[src/hw/rtl/fpr_pkg.sv]
`timescale 1ns / 1ps
// fpr_pkg: types, character codes and limits shared by the passive reply parser
// no dependencies

package fpr_pkg;

   // reply character codes
   localparam logic [7:0] CharOpen  = 8'h28;
   localparam logic [7:0] CharClose = 8'h29;
   localparam logic [7:0] CharComma = 8'h2C;
   localparam logic [7:0] CharPipe  = 8'h7C;

   // field limits
   localparam logic [2:0]  PasvFields = 3'd6;
   localparam logic [2:0]  EpsvPipes  = 3'd3;
   localparam logic [2:0]  AddrFields = 3'd4;
   localparam logic [16:0] AccSat     = 17'd65536;
   localparam logic [16:0] OctetMax   = 17'd255;
   localparam logic [16:0] PortMax    = 17'd65535;

   // reply kinds
   localparam logic KindPasv = 1'b0;
   localparam logic KindEpsv = 1'b1;

   // result status codes
   localparam logic [1:0] StatusOk      = 2'd0;
   localparam logic [1:0] StatusMissing = 2'd1;
   localparam logic [1:0] StatusRange   = 2'd2;

   // configuration port
   localparam int CsrAddrWidth = 3;
   localparam int CsrDataWidth = 32;
   localparam logic CsrIdxReplyKind = 1'b0;

   typedef enum logic [1:0] {
      PhaseSeek,
      PhaseBody,
      PhaseDone
   } phase_type;

   typedef struct packed {
      phase_type   phase;
      logic [2:0]  field_count;
      logic        field_open;
      logic        digits_started;
      logic        digits_ended;
      logic [16:0] accumulator;
      logic        range_error;
      logic [31:0] address_store;
      logic [7:0]  port_high;
   } parse_state_type;

   typedef struct packed {
      logic [31:0] host_address;
      logic [15:0] data_port;
      logic [1:0]  parse_status;
   } result_type;

   localparam parse_state_type StateClear = '{
      phase:          PhaseSeek,
      field_count:    3'd0,
      field_open:     1'b0,
      digits_started: 1'b0,
      digits_ended:   1'b0,
      accumulator:    17'd0,
      range_error:    1'b0,
      address_store:  32'd0,
      port_high:      8'd0
   };

endpackage

[src/hw/rtl/fpr_csr.sv]
`timescale 1ns / 1ps
// fpr_csr: apb-style register port holding the reply kind select
// depends on fpr_pkg

module fpr_csr
   import fpr_pkg::*;
(
   input  logic                    clock,
   input  logic                    reset,
   input  logic                    csr_psel,
   input  logic                    csr_penable,
   input  logic                    csr_pwrite,
   input  logic [CsrAddrWidth-1:0] csr_paddr,
   input  logic [CsrDataWidth-1:0] csr_pwdata,
   output logic [CsrDataWidth-1:0] csr_prdata,
   output logic                    csr_pready,
   output logic                    reply_kind
);

   logic reply_kind_ff;
   logic reply_kind_in;
   logic write_hit;
   logic reg_index;

   // word index; byte offset bits are ignored
   assign reg_index = csr_paddr[CsrAddrWidth-1];
   assign write_hit = csr_psel && csr_penable && csr_pwrite && (reg_index == CsrIdxReplyKind);
   assign reply_kind_in = write_hit ? csr_pwdata[0] : reply_kind_ff;

   always_ff @(posedge clock) begin
      if (reset) begin
         reply_kind_ff <= KindPasv;
      end else begin
         reply_kind_ff <= reply_kind_in;
      end
   end

   assign csr_pready = 1'b1;
   assign csr_prdata = (reg_index == CsrIdxReplyKind) ?
                       {{(CsrDataWidth-1){1'b0}}, reply_kind_ff} : '0;
   assign reply_kind = reply_kind_ff;

endmodule

[src/hw/rtl/fpr_step.sv]
`timescale 1ns / 1ps
// fpr_step: next-state and result logic for one reply byte
// depends on fpr_pkg

module fpr_step
   import fpr_pkg::*;
(
   input  parse_state_type cur_state,
   input  logic [7:0]      char_byte,
   input  logic            first_byte,
   input  logic            final_byte,
   input  logic            reply_kind,
   output parse_state_type next_state,
   output logic            emit,
   output result_type      result
);

   function automatic logic is_space(input logic [7:0] c);
      return (c == 8'h20) || ((c >= 8'h09) && (c <= 8'h0D));
   endfunction

   function automatic parse_state_type feed_digit(input parse_state_type s,
                                                  input logic [7:0] c);
      parse_state_type r;
      logic [19:0]     prod;
      r = s;
      // acc*10 + digit, acc never exceeds 65536 so 20 bits hold it
      prod = ({3'b000, s.accumulator} << 3) + ({3'b000, s.accumulator} << 1) +
             {16'd0, c[3:0]};
      if (!s.digits_ended) begin
         if ((c >= 8'h30) && (c <= 8'h39)) begin
            r.digits_started = 1'b1;
            r.accumulator = (prod > {3'b000, AccSat}) ? AccSat : prod[16:0];
         end else if (!(is_space(c) && !s.digits_started)) begin
            r.digits_ended = 1'b1;
         end
      end
      return r;
   endfunction

   // the sixth value stays in the accumulator
   function automatic parse_state_type commit_field(input parse_state_type s);
      parse_state_type r;
      r = s;
      if (s.field_count < PasvFields) begin
         if (s.accumulator > OctetMax) begin
            r.range_error = 1'b1;
         end
         if (s.field_count < AddrFields) begin
            r.address_store = {s.address_store[23:0], s.accumulator[7:0]};
         end else if (s.field_count == AddrFields) begin
            r.port_high = s.accumulator[7:0];
         end
         r.field_count = s.field_count + 3'd1;
         r.field_open = 1'b0;
         if (r.field_count < PasvFields) begin
            r.accumulator = 17'd0;
            r.digits_started = 1'b0;
            r.digits_ended = 1'b0;
         end
      end
      return r;
   endfunction

   parse_state_type s0;
   parse_state_type s1;
   parse_state_type s2;
   parse_state_type s_fin;
   logic            close;

   always_comb begin
      s0 = first_byte ? StateClear : cur_state;
      s1 = s0;
      close = 1'b0;
      case (s0.phase)
         PhaseSeek: begin
            if (char_byte == CharOpen) begin
               s1.phase = PhaseBody;
            end
         end
         PhaseBody: begin
            if (reply_kind == KindPasv) begin
               if (char_byte == CharClose) begin
                  close = 1'b1;
               end else if (s0.field_count < PasvFields) begin
                  if (char_byte == CharComma) begin
                     if (s0.field_open) begin
                        s1 = commit_field(s0);
                     end
                  end else begin
                     s1 = feed_digit(s0, char_byte);
                     s1.field_open = 1'b1;
                  end
               end
            end else begin
               if (char_byte == CharClose) begin
                  close = 1'b1;
               end else if (char_byte == CharPipe) begin
                  if (s0.field_count < EpsvPipes) begin
                     s1.field_count = s0.field_count + 3'd1;
                  end else begin
                     close = 1'b1;
                  end
               end else if (s0.field_count >= EpsvPipes) begin
                  s1 = feed_digit(s0, char_byte);
               end
            end
         end
         default: begin
         end
      endcase

      emit = close || (final_byte && (s1.phase != PhaseDone));

      // judge the reply; an open field is taken as if it had been closed
      s2 = s1;
      result = '{host_address: 32'd0, data_port: 16'd0, parse_status: StatusMissing};
      if (s1.phase == PhaseBody) begin
         if (reply_kind == KindPasv) begin
            if (s1.field_open && (s1.field_count < PasvFields)) begin
               s2 = commit_field(s1);
            end
            if (s2.field_count >= PasvFields) begin
               if (s2.range_error) begin
                  result.parse_status = StatusRange;
               end else begin
                  result.parse_status = StatusOk;
                  result.host_address = s2.address_store;
                  result.data_port = {s2.port_high, s2.accumulator[7:0]};
               end
            end
         end else if (s1.field_count >= EpsvPipes) begin
            if (s1.accumulator > PortMax) begin
               result.parse_status = StatusRange;
            end else begin
               result.parse_status = StatusOk;
               result.data_port = s1.accumulator[15:0];
            end
         end
      end

      s_fin = s2;
      s_fin.phase = PhaseDone;
      next_state = emit ? s_fin : s1;
   end

endmodule

[src/hw/rtl/ftp_passive_reply_parser.sv]
`timescale 1ns / 1ps
// ftp_passive_reply_parser: top level of the pasv/epsv reply parser
// depends on fpr_pkg, fpr_csr, fpr_step
//
//   channel  direction  handshake                 payload
//   req      in         req_valid / req_ready     char_byte, first_byte, final_byte
//   rsp      out        rsp_valid / rsp_ready     host_address, data_port, parse_status
//   csr      in         csr_psel/penable/pready   reply_kind at word 0
//
// one byte per cycle; each byte is parsed in the cycle it is taken and updates the
// parse state register; a reply's result lands in the output register the cycle after
// its closing byte. reset is synchronous and clears parse state and reply_kind.
// req_ready drops only while a result waits in the output register and rsp_ready is low.

module ftp_passive_reply_parser
   import fpr_pkg::*;
(
   input  logic                    clock,
   input  logic                    reset,
   input  logic                    req_valid,
   output logic                    req_ready,
   input  logic [7:0]              req_char_byte,
   input  logic                    req_first_byte,
   input  logic                    req_final_byte,
   output logic                    rsp_valid,
   input  logic                    rsp_ready,
   output logic [31:0]             rsp_host_address,
   output logic [15:0]             rsp_data_port,
   output logic [1:0]              rsp_parse_status,
   input  logic                    csr_psel,
   input  logic                    csr_penable,
   input  logic                    csr_pwrite,
   input  logic [CsrAddrWidth-1:0] csr_paddr,
   input  logic [CsrDataWidth-1:0] csr_pwdata,
   output logic [CsrDataWidth-1:0] csr_prdata,
   output logic                    csr_pready
);

   logic            reply_kind;
   logic            req_xfer;
   logic            emit;
   parse_state_type state_ff;
   parse_state_type state_in;
   result_type      result_in;
   result_type      result_ff;
   logic            rsp_valid_ff;

   fpr_csr u_csr (
      .clock       (clock),
      .reset       (reset),
      .csr_psel    (csr_psel),
      .csr_penable (csr_penable),
      .csr_pwrite  (csr_pwrite),
      .csr_paddr   (csr_paddr),
      .csr_pwdata  (csr_pwdata),
      .csr_prdata  (csr_prdata),
      .csr_pready  (csr_pready),
      .reply_kind  (reply_kind)
   );

   fpr_step u_step (
      .cur_state  (state_ff),
      .char_byte  (req_char_byte),
      .first_byte (req_first_byte),
      .final_byte (req_final_byte),
      .reply_kind (reply_kind),
      .next_state (state_in),
      .emit       (emit),
      .result     (result_in)
   );

   assign req_ready = !rsp_valid_ff || rsp_ready;
   assign req_xfer  = req_valid && req_ready;

   always_ff @(posedge clock) begin
      if (reset) begin
         state_ff <= StateClear;
         rsp_valid_ff <= 1'b0;
      end else begin
         if (req_xfer) begin
            state_ff <= state_in;
         end
         if (req_xfer && emit) begin
            rsp_valid_ff <= 1'b1;
         end else if (rsp_ready) begin
            rsp_valid_ff <= 1'b0;
         end
      end
   end

   // result payload, loaded only when a reply closes
   always_ff @(posedge clock) begin
      if (req_xfer && emit) begin
         result_ff <= result_in;
      end
   end

   assign rsp_valid        = rsp_valid_ff;
   assign rsp_host_address = result_ff.host_address;
   assign rsp_data_port    = result_ff.data_port;
   assign rsp_parse_status = result_ff.parse_status;

   a_rsp_drains: assert property (@(posedge clock) disable iff (reset)
      rsp_valid_ff && rsp_ready && !req_xfer |=> !rsp_valid_ff)
      else $error("result register kept valid after its transfer");

   a_fail_zeroes: assert property (@(posedge clock) disable iff (reset)
      rsp_valid_ff && (result_ff.parse_status != StatusOk) |->
         (result_ff.host_address == 32'd0) && (result_ff.data_port == 16'd0))
      else $error("failed parse carries address or port");

   a_field_bound: assert property (@(posedge clock) disable iff (reset)
      state_ff.field_count <= PasvFields)
      else $error("field count beyond six");

   a_acc_bound: assert property (@(posedge clock) disable iff (reset)
      state_ff.accumulator <= AccSat)
      else $error("accumulator beyond saturation value");

   a_status_code: assert property (@(posedge clock) disable iff (reset)
      rsp_valid_ff |-> (result_ff.parse_status == StatusOk) ||
         (result_ff.parse_status == StatusMissing) || (result_ff.parse_status == StatusRange))
      else $error("undefined parse status");

endmodule
[config.mk]
export PLATFORM = sky130hd
export DESIGN_NAME = ftp_passive_reply_parser
export DESIGN_NICKNAME = d
export VERILOG_FILES = /design/src/hw/rtl/fpr_pkg.sv /design/src/hw/rtl/fpr_csr.sv /design/src/hw/rtl/fpr_step.sv /design/src/hw/rtl/ftp_passive_reply_parser.sv
export SDC_FILE = /design/constraint.sdc
export NUM_CORES = 1
export LEC_CHECK = 0
export BUFFER_PORTS_ARGS = -buffer_cell sky130_fd_sc_hd__buf_2
export CAP_MARGIN = 20
export CELL_PAD_IN_SITES_DETAIL_PLACEMENT = 0
export CELL_PAD_IN_SITES_GLOBAL_PLACEMENT = 1
export CORE_MARGIN = 4
export CORE_UTILIZATION = 30
export DETAILED_ROUTE_END_ITERATION = 10
export GPL_TIMING_DRIVEN = 0
export MAX_ROUTING_LAYER = met4
export PLACE_DENSITY = 0.61
export SETUP_SLACK_MARGIN = 0.1
export SYNTH_ARGS = -nofsm -noshare
export SYNTH_HDL_FRONTEND = slang
export SYNTH_HIERARCHICAL = 1
export SYNTH_SLANG_ARGS = --single-unit
[constraint.sdc]
create_clock -name clock -period 14.8 [get_ports clock]
set_input_delay 0.74 -clock clock [delete_from_list [all_inputs] [get_ports clock]]
set_output_delay 0.74 -clock clock [all_outputs]
set_load 0.01 [all_outputs]
==> impl_metrics.yaml, run 1 <==
power_and_ir_drop:
  p_leak_nw: 4.00
  pwr-share-clk_pct: 50.8
  p_sw_share_pct: 25.8
  seqPwrFrac_pct: 41.3
  finalPower_mw: 0.832
  internal-power_mw: 0.617
  power_density_mw_per_mm2: 74.2
  p_sw_mw: 0.215
  ir_worst_vdd_mv: 0.0732
  combinationalPowerShare_pct: 7.9
floorplanning:
  fp.dieH_um: 187
  die_w_um: 187
  num_rows: 65
  core_area_mm2: 0.0316
  initial_core_util_pct: 30.4
  ioPinCount: 137
  die_area_mm2: 0.0349
worst_setup_path:
  r2r_cells: 18
  r2r_end: "state_ff[13]$_SDFFE_PP0P_"
  cp-endpoint: "state_ff[13]$_SDFFE_PP0P_"
  critical_path.cell_chain: "buf_2, clkbuf_1, buf_2, clkbuf_1, clkbuf_1, clkbuf_1, nor2b_1, ha_1, ha_1, nor2b_4, o21a_1, or3_1, a2111oi_0, o2111ai_1, or4_4, a21oi_4, buf_2, a211oi_1, a221oi_1, nand2_1, o21ai_1, nand4b_1, o21ai_1"
  worstSetupPathDepth: 23
  required_ns: 15.16
  arrival_ns: 8.32
  critPathMaxFanout: 10
  startpoint: "req_first_byte"
  max_stage_delay_ns: 0.60
  crit_buf_inv: 7
  crit_slowest_cell: "a2111oi_0"
  crit_path_end_kind: "flop"
  worstReg2RegStart: "state_ff[41]$_SDFFE_PP0P_"
  path_delay_family: "buffers and inverters"
  r2r_slack_ns: 8.81
  worst_path_most_repeated_cell: "clkbuf_1"
  critPathKind: "in2reg"
  crit_path_start_kind: "primary input"
final_layout:
  drive_gt1_share_pct: 16.5
  syn2layout_area_growth_pct: 16.7
  layout.cells.non_filler: 1743
  fin_area_mm2: 0.0112
  layout.nets: 1419
  final_util_pct: 35.5
  nFillCells: 3378
  antenna-diode-count: 0
timing:
  fmax_mhz: 126
  fin_skew_ns: 0.0121
  finalSetupViolCount: 0
  slew_violations: 0
  worst_pin_slew_ns: 1.14
  finalCritPeriodShare_pct: 53.8
  maxSlewHeadroom_pct: 23.7
  finalHoldViolations: 0
  final.setup.tns_ns: 0
  grt_setup_unrepaired: "false"
  fin_crit_ns: 7.96
route:
  avgRoutedWirePerCell_um: 21.0
  ant_nets: 0
  drt_wl_total_um: 36700
  drtIter0Drc: 863
  firstDrtPassIters: 5
  dr_total_vias: 9500
  drc_errors: 0
  via_per_inst: 5.45
synthesis:
  synth_common_cells: "nand2_1 (167), nor2_1 (94), nand2b_1 (79), a21oi_1 (72), o21ai_0 (71)"
  async_reset_ff_share_pct: 0
  synth_edf_count: 50
  synth_top_area_share_pct: 15.6
  yosysMostFrequentCell: "nand2_1"
  avgSynthCellArea_um2: 7.97
  synth.cell_area_mm2: 0.00961
  yosys.area.top_type: "edfxtp_1"
  yosysWarnings: 6
  synth.ff_latch_count: 118
  synth_cell_types: 92
  synthTopCellsByArea: "edfxtp_1 (16%), dfxtp_1 (14%), nand2_1 (6.5%)"
  syn_inst: 1205
  ys.flop_type: "dfxtp_1"
  seq_area_frac_synth_pct: 29.8
global_route:
  use_met1_pct: 30.8
  grt_pass1_vias: 9057
  grt_overflow: 0
  grt_max_degree: 37
  met3_usage_pct: 2.89
  antenna_found_initial: 0
  grt_pass1_wl_um: 56200
  track_usage_pct: 20.9
  top_usage_layer: "met2"
  grtUsageMet2_pct: 31.2
clock_tree:
  clk_pin_slew_worst_paths_ns: 0.06
  clk_latency_ns: 0.43
  cts_resized: 0
  ctsLongestPathBuffers: 2
  cts_inserted_buffers: 17
  clkSinkCount: 118
  cts_max_level: 4
  cts_hold_buf: 0
  cts_tree: "yes"
  cts-root-buf: "clkbuf_16"
  cts_setup_buffers: 0
run_status:
  outcome: "finished, final reports clean"
place:
  dp.cells: 1711
  portBuffers: 70
  hpwl_um: 28300
  gp_congestion: 0.914
  post_dp_cell_area_mm2: 0.0106
run:
  drv_cap: 0
hold_path:
  min_path_type: "reg2reg"
  hold_path_depth: 2
[cells in the final DEF (no fill, tap or decap), types with 16 or more instances in the layout]
cell type,Yosys,final
conb_1,2,32
nor2b_1,28,27
nand2b_1,79,79
mux2i_1,18,18
edfxtp_1,50,50
nor2_1,94,94
nor3_1,21,21
o21ai_0,71,71
dfxtp_1,68,68
nand4b_1,68,68
ha_1,38,38
nand3_1,17,17
o21ai_1,25,25
inv_1,16,16
clkbuf_16,0,17
nand2_1,167,167
buf_4,33,33
clkbuf_1,62,62
a21oi_1,72,72
o21ai_2,20,20
buf_2,8,81
[worst min path at each step]
stage	from	to	slack [ns]
detailed placement	state_ff[7]$_SDFFE_PP0P_	state_ff[7]$_SDFFE_PP0P_	0.46
finish	state_ff[7]$_SDFFE_PP0P_	state_ff[7]$_SDFFE_PP0P_	0.48
floorplan	state_ff[55]$_SDFFE_PP0P_	state_ff[55]$_SDFFE_PP0P_	0.44
global placement	state_ff[7]$_SDFFE_PP0P_	state_ff[7]$_SDFFE_PP0P_	0.46
global route	state_ff[55]$_SDFFE_PP0P_	state_ff[55]$_SDFFE_PP0P_	0.49
CTS	state_ff[7]$_SDFFE_PP0P_	state_ff[7]$_SDFFE_PP0P_	0.48
[worst reg2reg max path, delay by kind of cell (launching register included)]
family                     cells  cell delay [ns]
and+or+nand+nor                5             1.61
xor gates and xnor gates       1             0.12
AOI/OAI and AO/OA              7             2.09
DFF                            1             0.52
adders and majority gates      2             0.94
buffers and inverters          3             0.63
[cells by family after synthesis]
family	Yosys count	synth area share, %
and+or+nand+nor	537	30.3
AOI/OAI and AO/OA	339	23.7
buffers and inverters	136	7.57
DFF	118	29.8
adders and majority gates	39	5.16
muxes	19	1.99
xor gates and xnor gates	15	1.37
other	2	0.0782
[layer usage]
layer	share of wire [%]	up-vias
met3	6.1	24
met5	0	-
met2	43	343
met1	50	4550
li1	-	4583
met4	1.0	0
[layout make-up]
type / count / area, um^2 / area share, %
inverters: 17 / 63.8 / 0.569
well taps: 402 / 503 / 4.49
multi-input cells: 981 / 6140 / 54.7
flip-flops and latches: 118 / 2860 / 25.5
plain buffers: 119 / 663 / 5.91
clock buffers: 17 / 425 / 3.79
clock inverters: 15 / 171 / 1.53
repair buffers: 74 / 385 / 3.44
[stage by stage]
step                setup slack [ns]  hold slack, ns
finish                          6.84           0.476
global route                    6.50           0.493
CTS                             7.04           0.476
detailed placement              6.60           0.465
global placement                6.49           0.457
floorplan                       8.98           0.444
[power groups by stage]
stage	clock, mW	combinational (mW)	sequential (mW)
global route	0.448	0.0706	0.344
finish	0.423	0.0659	0.343
floorplan	0	0.0392	0.353
CTS	0.432	0.0654	0.343
global placement	0	0.0640	0.351
detailed placement	0	0.0652	0.350
[flip-flops by register name (all words and copies together), names as in the netlist]
signal,cells
rsp_valid,1
rsp_host_address,32
rsp_data_port,16
u_csr/reply_kind,1
state_ff,66
rsp_parse_status,2
(Power assumes the default switching activity.)
==> inputs of run 2 (changes only) <==
Settings changed: ABC_AREA set to 1, PLACE_DENSITY 0.61 to 0.62.
Clock period 14.8 ns to 7.4 ns, I/O delays scaled along.
==> impl_metrics.yaml, run 2 <==
clock_tree:
  cts_setup_buffers: 0
  clk_latency_ns: 0.43
  cts-root-buf: "clkbuf_16"
  cts_inserted_buffers: 17
  cts_max_level: 4
  cts_tree: "yes"
  ctsLongestPathBuffers: 2
  cts_hold_buf: 0
  cts_resized: 0
  clkSinkCount: 118
  clk_pin_slew_worst_paths_ns: 0.07
route:
  avgRoutedWirePerCell_um: 18.3
  topRoutingLayerUsed: "met4"
  met3_length_um: 2380
  via_per_inst: 4.89
  dr_total_vias: 10500
  wl_met2_um: 17200
  met1_length_um: 19400
  drt_wl_total_um: 39500
  drtIter0Drc: 873
  firstDrtPassIters: 5
  ant_nets: 0
  drc_errors: 0
timing:
  worst_pin_slew_ns: 1.06
  hold_slack_ns: 0.185
  postLayoutSetupSlackWorst_ns: 1.86
  maxSlewHeadroom_pct: 29.3
  final.setup.tns_ns: 0
  grt_setup_unrepaired: "false"
  slew_violations: 0
  finalHoldViolations: 0
  fin_crit_ns: 5.54
  fmax_mhz: 180
  finalSetupViolCount: 0
  finalCritPeriodShare_pct: 74.9
  fin_skew_ns: 0.0189
synthesis:
  synth.ff_latch_count: 118
  ys.flop_type: "dfxtp_1"
  async_reset_ff_share_pct: 0
  synth.cell_area_mm2: 0.0105
  avgSynthCellArea_um2: 6.70
  synth_cell_types: 58
  synth_edf_count: 50
  syn_inst: 1569
  yosysWarnings: 6
  synth_top_area_share_pct: 14.3
  synthTopCellsByArea: "edfxtp_1 (14%), nand2_1 (13%), dfxtp_1 (13%)"
  seq_area_frac_synth_pct: 27.2
  synth_common_cells: "nand2_1 (366), inv_1 (194), nor2_1 (164), nand3_1 (125), a21oi_1 (109)"
  yosys.area.top_type: "edfxtp_1"
  yosysMostFrequentCell: "nand2_1"
place:
  hpwl_um: 31100
  dp.cells: 2125
  portBuffers: 70
  dp_slack_ns: 1.47
  post_dp_cell_area_mm2: 0.0116
  gp_congestion: 0.887
final_layout:
  layout.cells.non_filler: 2157
  layout_common_cells: "nand2_1 (366), inv_1 (194), nor2_1 (163), nand3_1 (125), a21oi_1 (109)"
  fin_area_mm2: 0.0121
  mostFrequentLayoutCell: "nand2_1"
  final_util_pct: 35.2
  largest_reg_flops: 66
  antenna-diode-count: 0
  syn2layout_area_growth_pct: 15.5
  drive_gt1_share_pct: 20.2
  layout.nets: 1780
  largest-register: "state_ff"
worst_setup_path:
  critPathKind: "in2reg"
  path_delay_family: "simple AND/OR/NAND/NOR gates"
  max_stage_delay_ns: 0.59
  critPathMaxFanout: 10
  crit_slowest_cell: "clkbuf_1"
  required_ns: 7.58
  crit_path_end_kind: "flop"
  crit_path_start_kind: "primary input"
  arrival_ns: 5.72
  crit_buf_inv: 7
  worst_path_most_repeated_cell: "nand2_1"
power_and_ir_drop:
  p_sw_mw: 0.677
  p_sw_share_pct: 33.8
  combinationalPowerShare_pct: 21.4
  power_density_mw_per_mm2: 165
  p_leak_nw: 5.51
  pwr-share-clk_pct: 41.9
  finalPower_mw: 2.00
  seqPwrFrac_pct: 36.7
  ir_worst_vdd_mv: 0.131
  internal-power_mw: 1.33
floorplanning:
  die_w_um: 195
  initial_core_util_pct: 30.4
  num_rows: 68
  core_area_mm2: 0.0345
  fp.dieH_um: 195
  die_area_mm2: 0.0381
  ioPinCount: 137
global_route:
  antenna_found_initial: 0
  grt_overflow: 0
  grt_max_degree: 36
  grt_pass1_wl_um: 60600
  track_usage_pct: 20.8
  grt_pass1_vias: 9797
run:
  drv_cap: 0
run_status:
  outcome: "finished, final reports clean"
hold_path:
  min_path_type: "in2reg"
[run 2: power groups by stage]
stage | logic, mW | registers (mW) | clock network, mW
2_1_floorplan | 0.293 | 0.755 | 0
3_3_place_gp | 0.421 | 0.751 | 0
3_5_place_dp | 0.424 | 0.751 | 0
4_1_cts | 0.425 | 0.737 | 0.858
5_1_grt | 0.476 | 0.741 | 0.884
6_report | 0.429 | 0.737 | 0.840
[run 2: cell type report]
cell class | count | area [um^2]
plain buffers | 111 | 783
clock buffers | 17 | 425
clock inverters | 15 | 145
fillers | 3838 | 22400
inverters | 223 | 837
multi-input cells | 1147 | 6150
flip-flops and latches | 118 | 2860
well taps | 455 | 569
repair buffers | 71 | 370
[run 2: worst register-to-register path, delay by kind of cell (launching register included)]
kind / cells / cell delay (ns)
simple gates: 21 / 2.72
fa+ha+maj: 2 / 0.75
compound gates: 1 / 0.53
flops: 1 / 0.35
buf+inv: 4 / 0.35
xor+xnor: 1 / 0.19
[run 2: final timing paths]
| check | slack, ns | end | from | cells after the start |
|---|---|---|---|---|
| min reg2reg | 0.49 | state_ff[53]$_SDFFE_PP0P_ | state_ff[53]$_SDFFE_PP0P_ | 2 |
| max | 1.86 | rsp_data_port[14]$_DFFE_PP_ | req_first_byte | 32 |
| min | 0.19 | u_csr/reply_kind$_SDFFE_PP0P_ | reset | 4 |
| max reg2reg | 2.25 | rsp_data_port[14]$_DFFE_PP_ | state_ff[41]$_SDFFE_PP0P_ | 29 |
[run 2: layer usage]
metal,vias up,global-route usage [%]
met5,-,-
met1,4884,30.5
li1,5271,-
met3,28,2.95
met4,0,3.47
met2,361,31.1
[run 2: kinds of logic (layout without fill, tap and decap cells)]
logic type | Yosys count | in the layout | synth area share [%]
simple gates | 761 | 761 | 34.1
buf+inv | 334 | 437 | 15.4
compound gates | 301 | 301 | 17.2
flops | 118 | 118 | 27.2
fa+ha+maj | 39 | 39 | 4.71
mux | 10 | 10 | 0.952
xor+xnor | 4 | 4 | 0.333
other cells | 2 | 32 | 0.0714
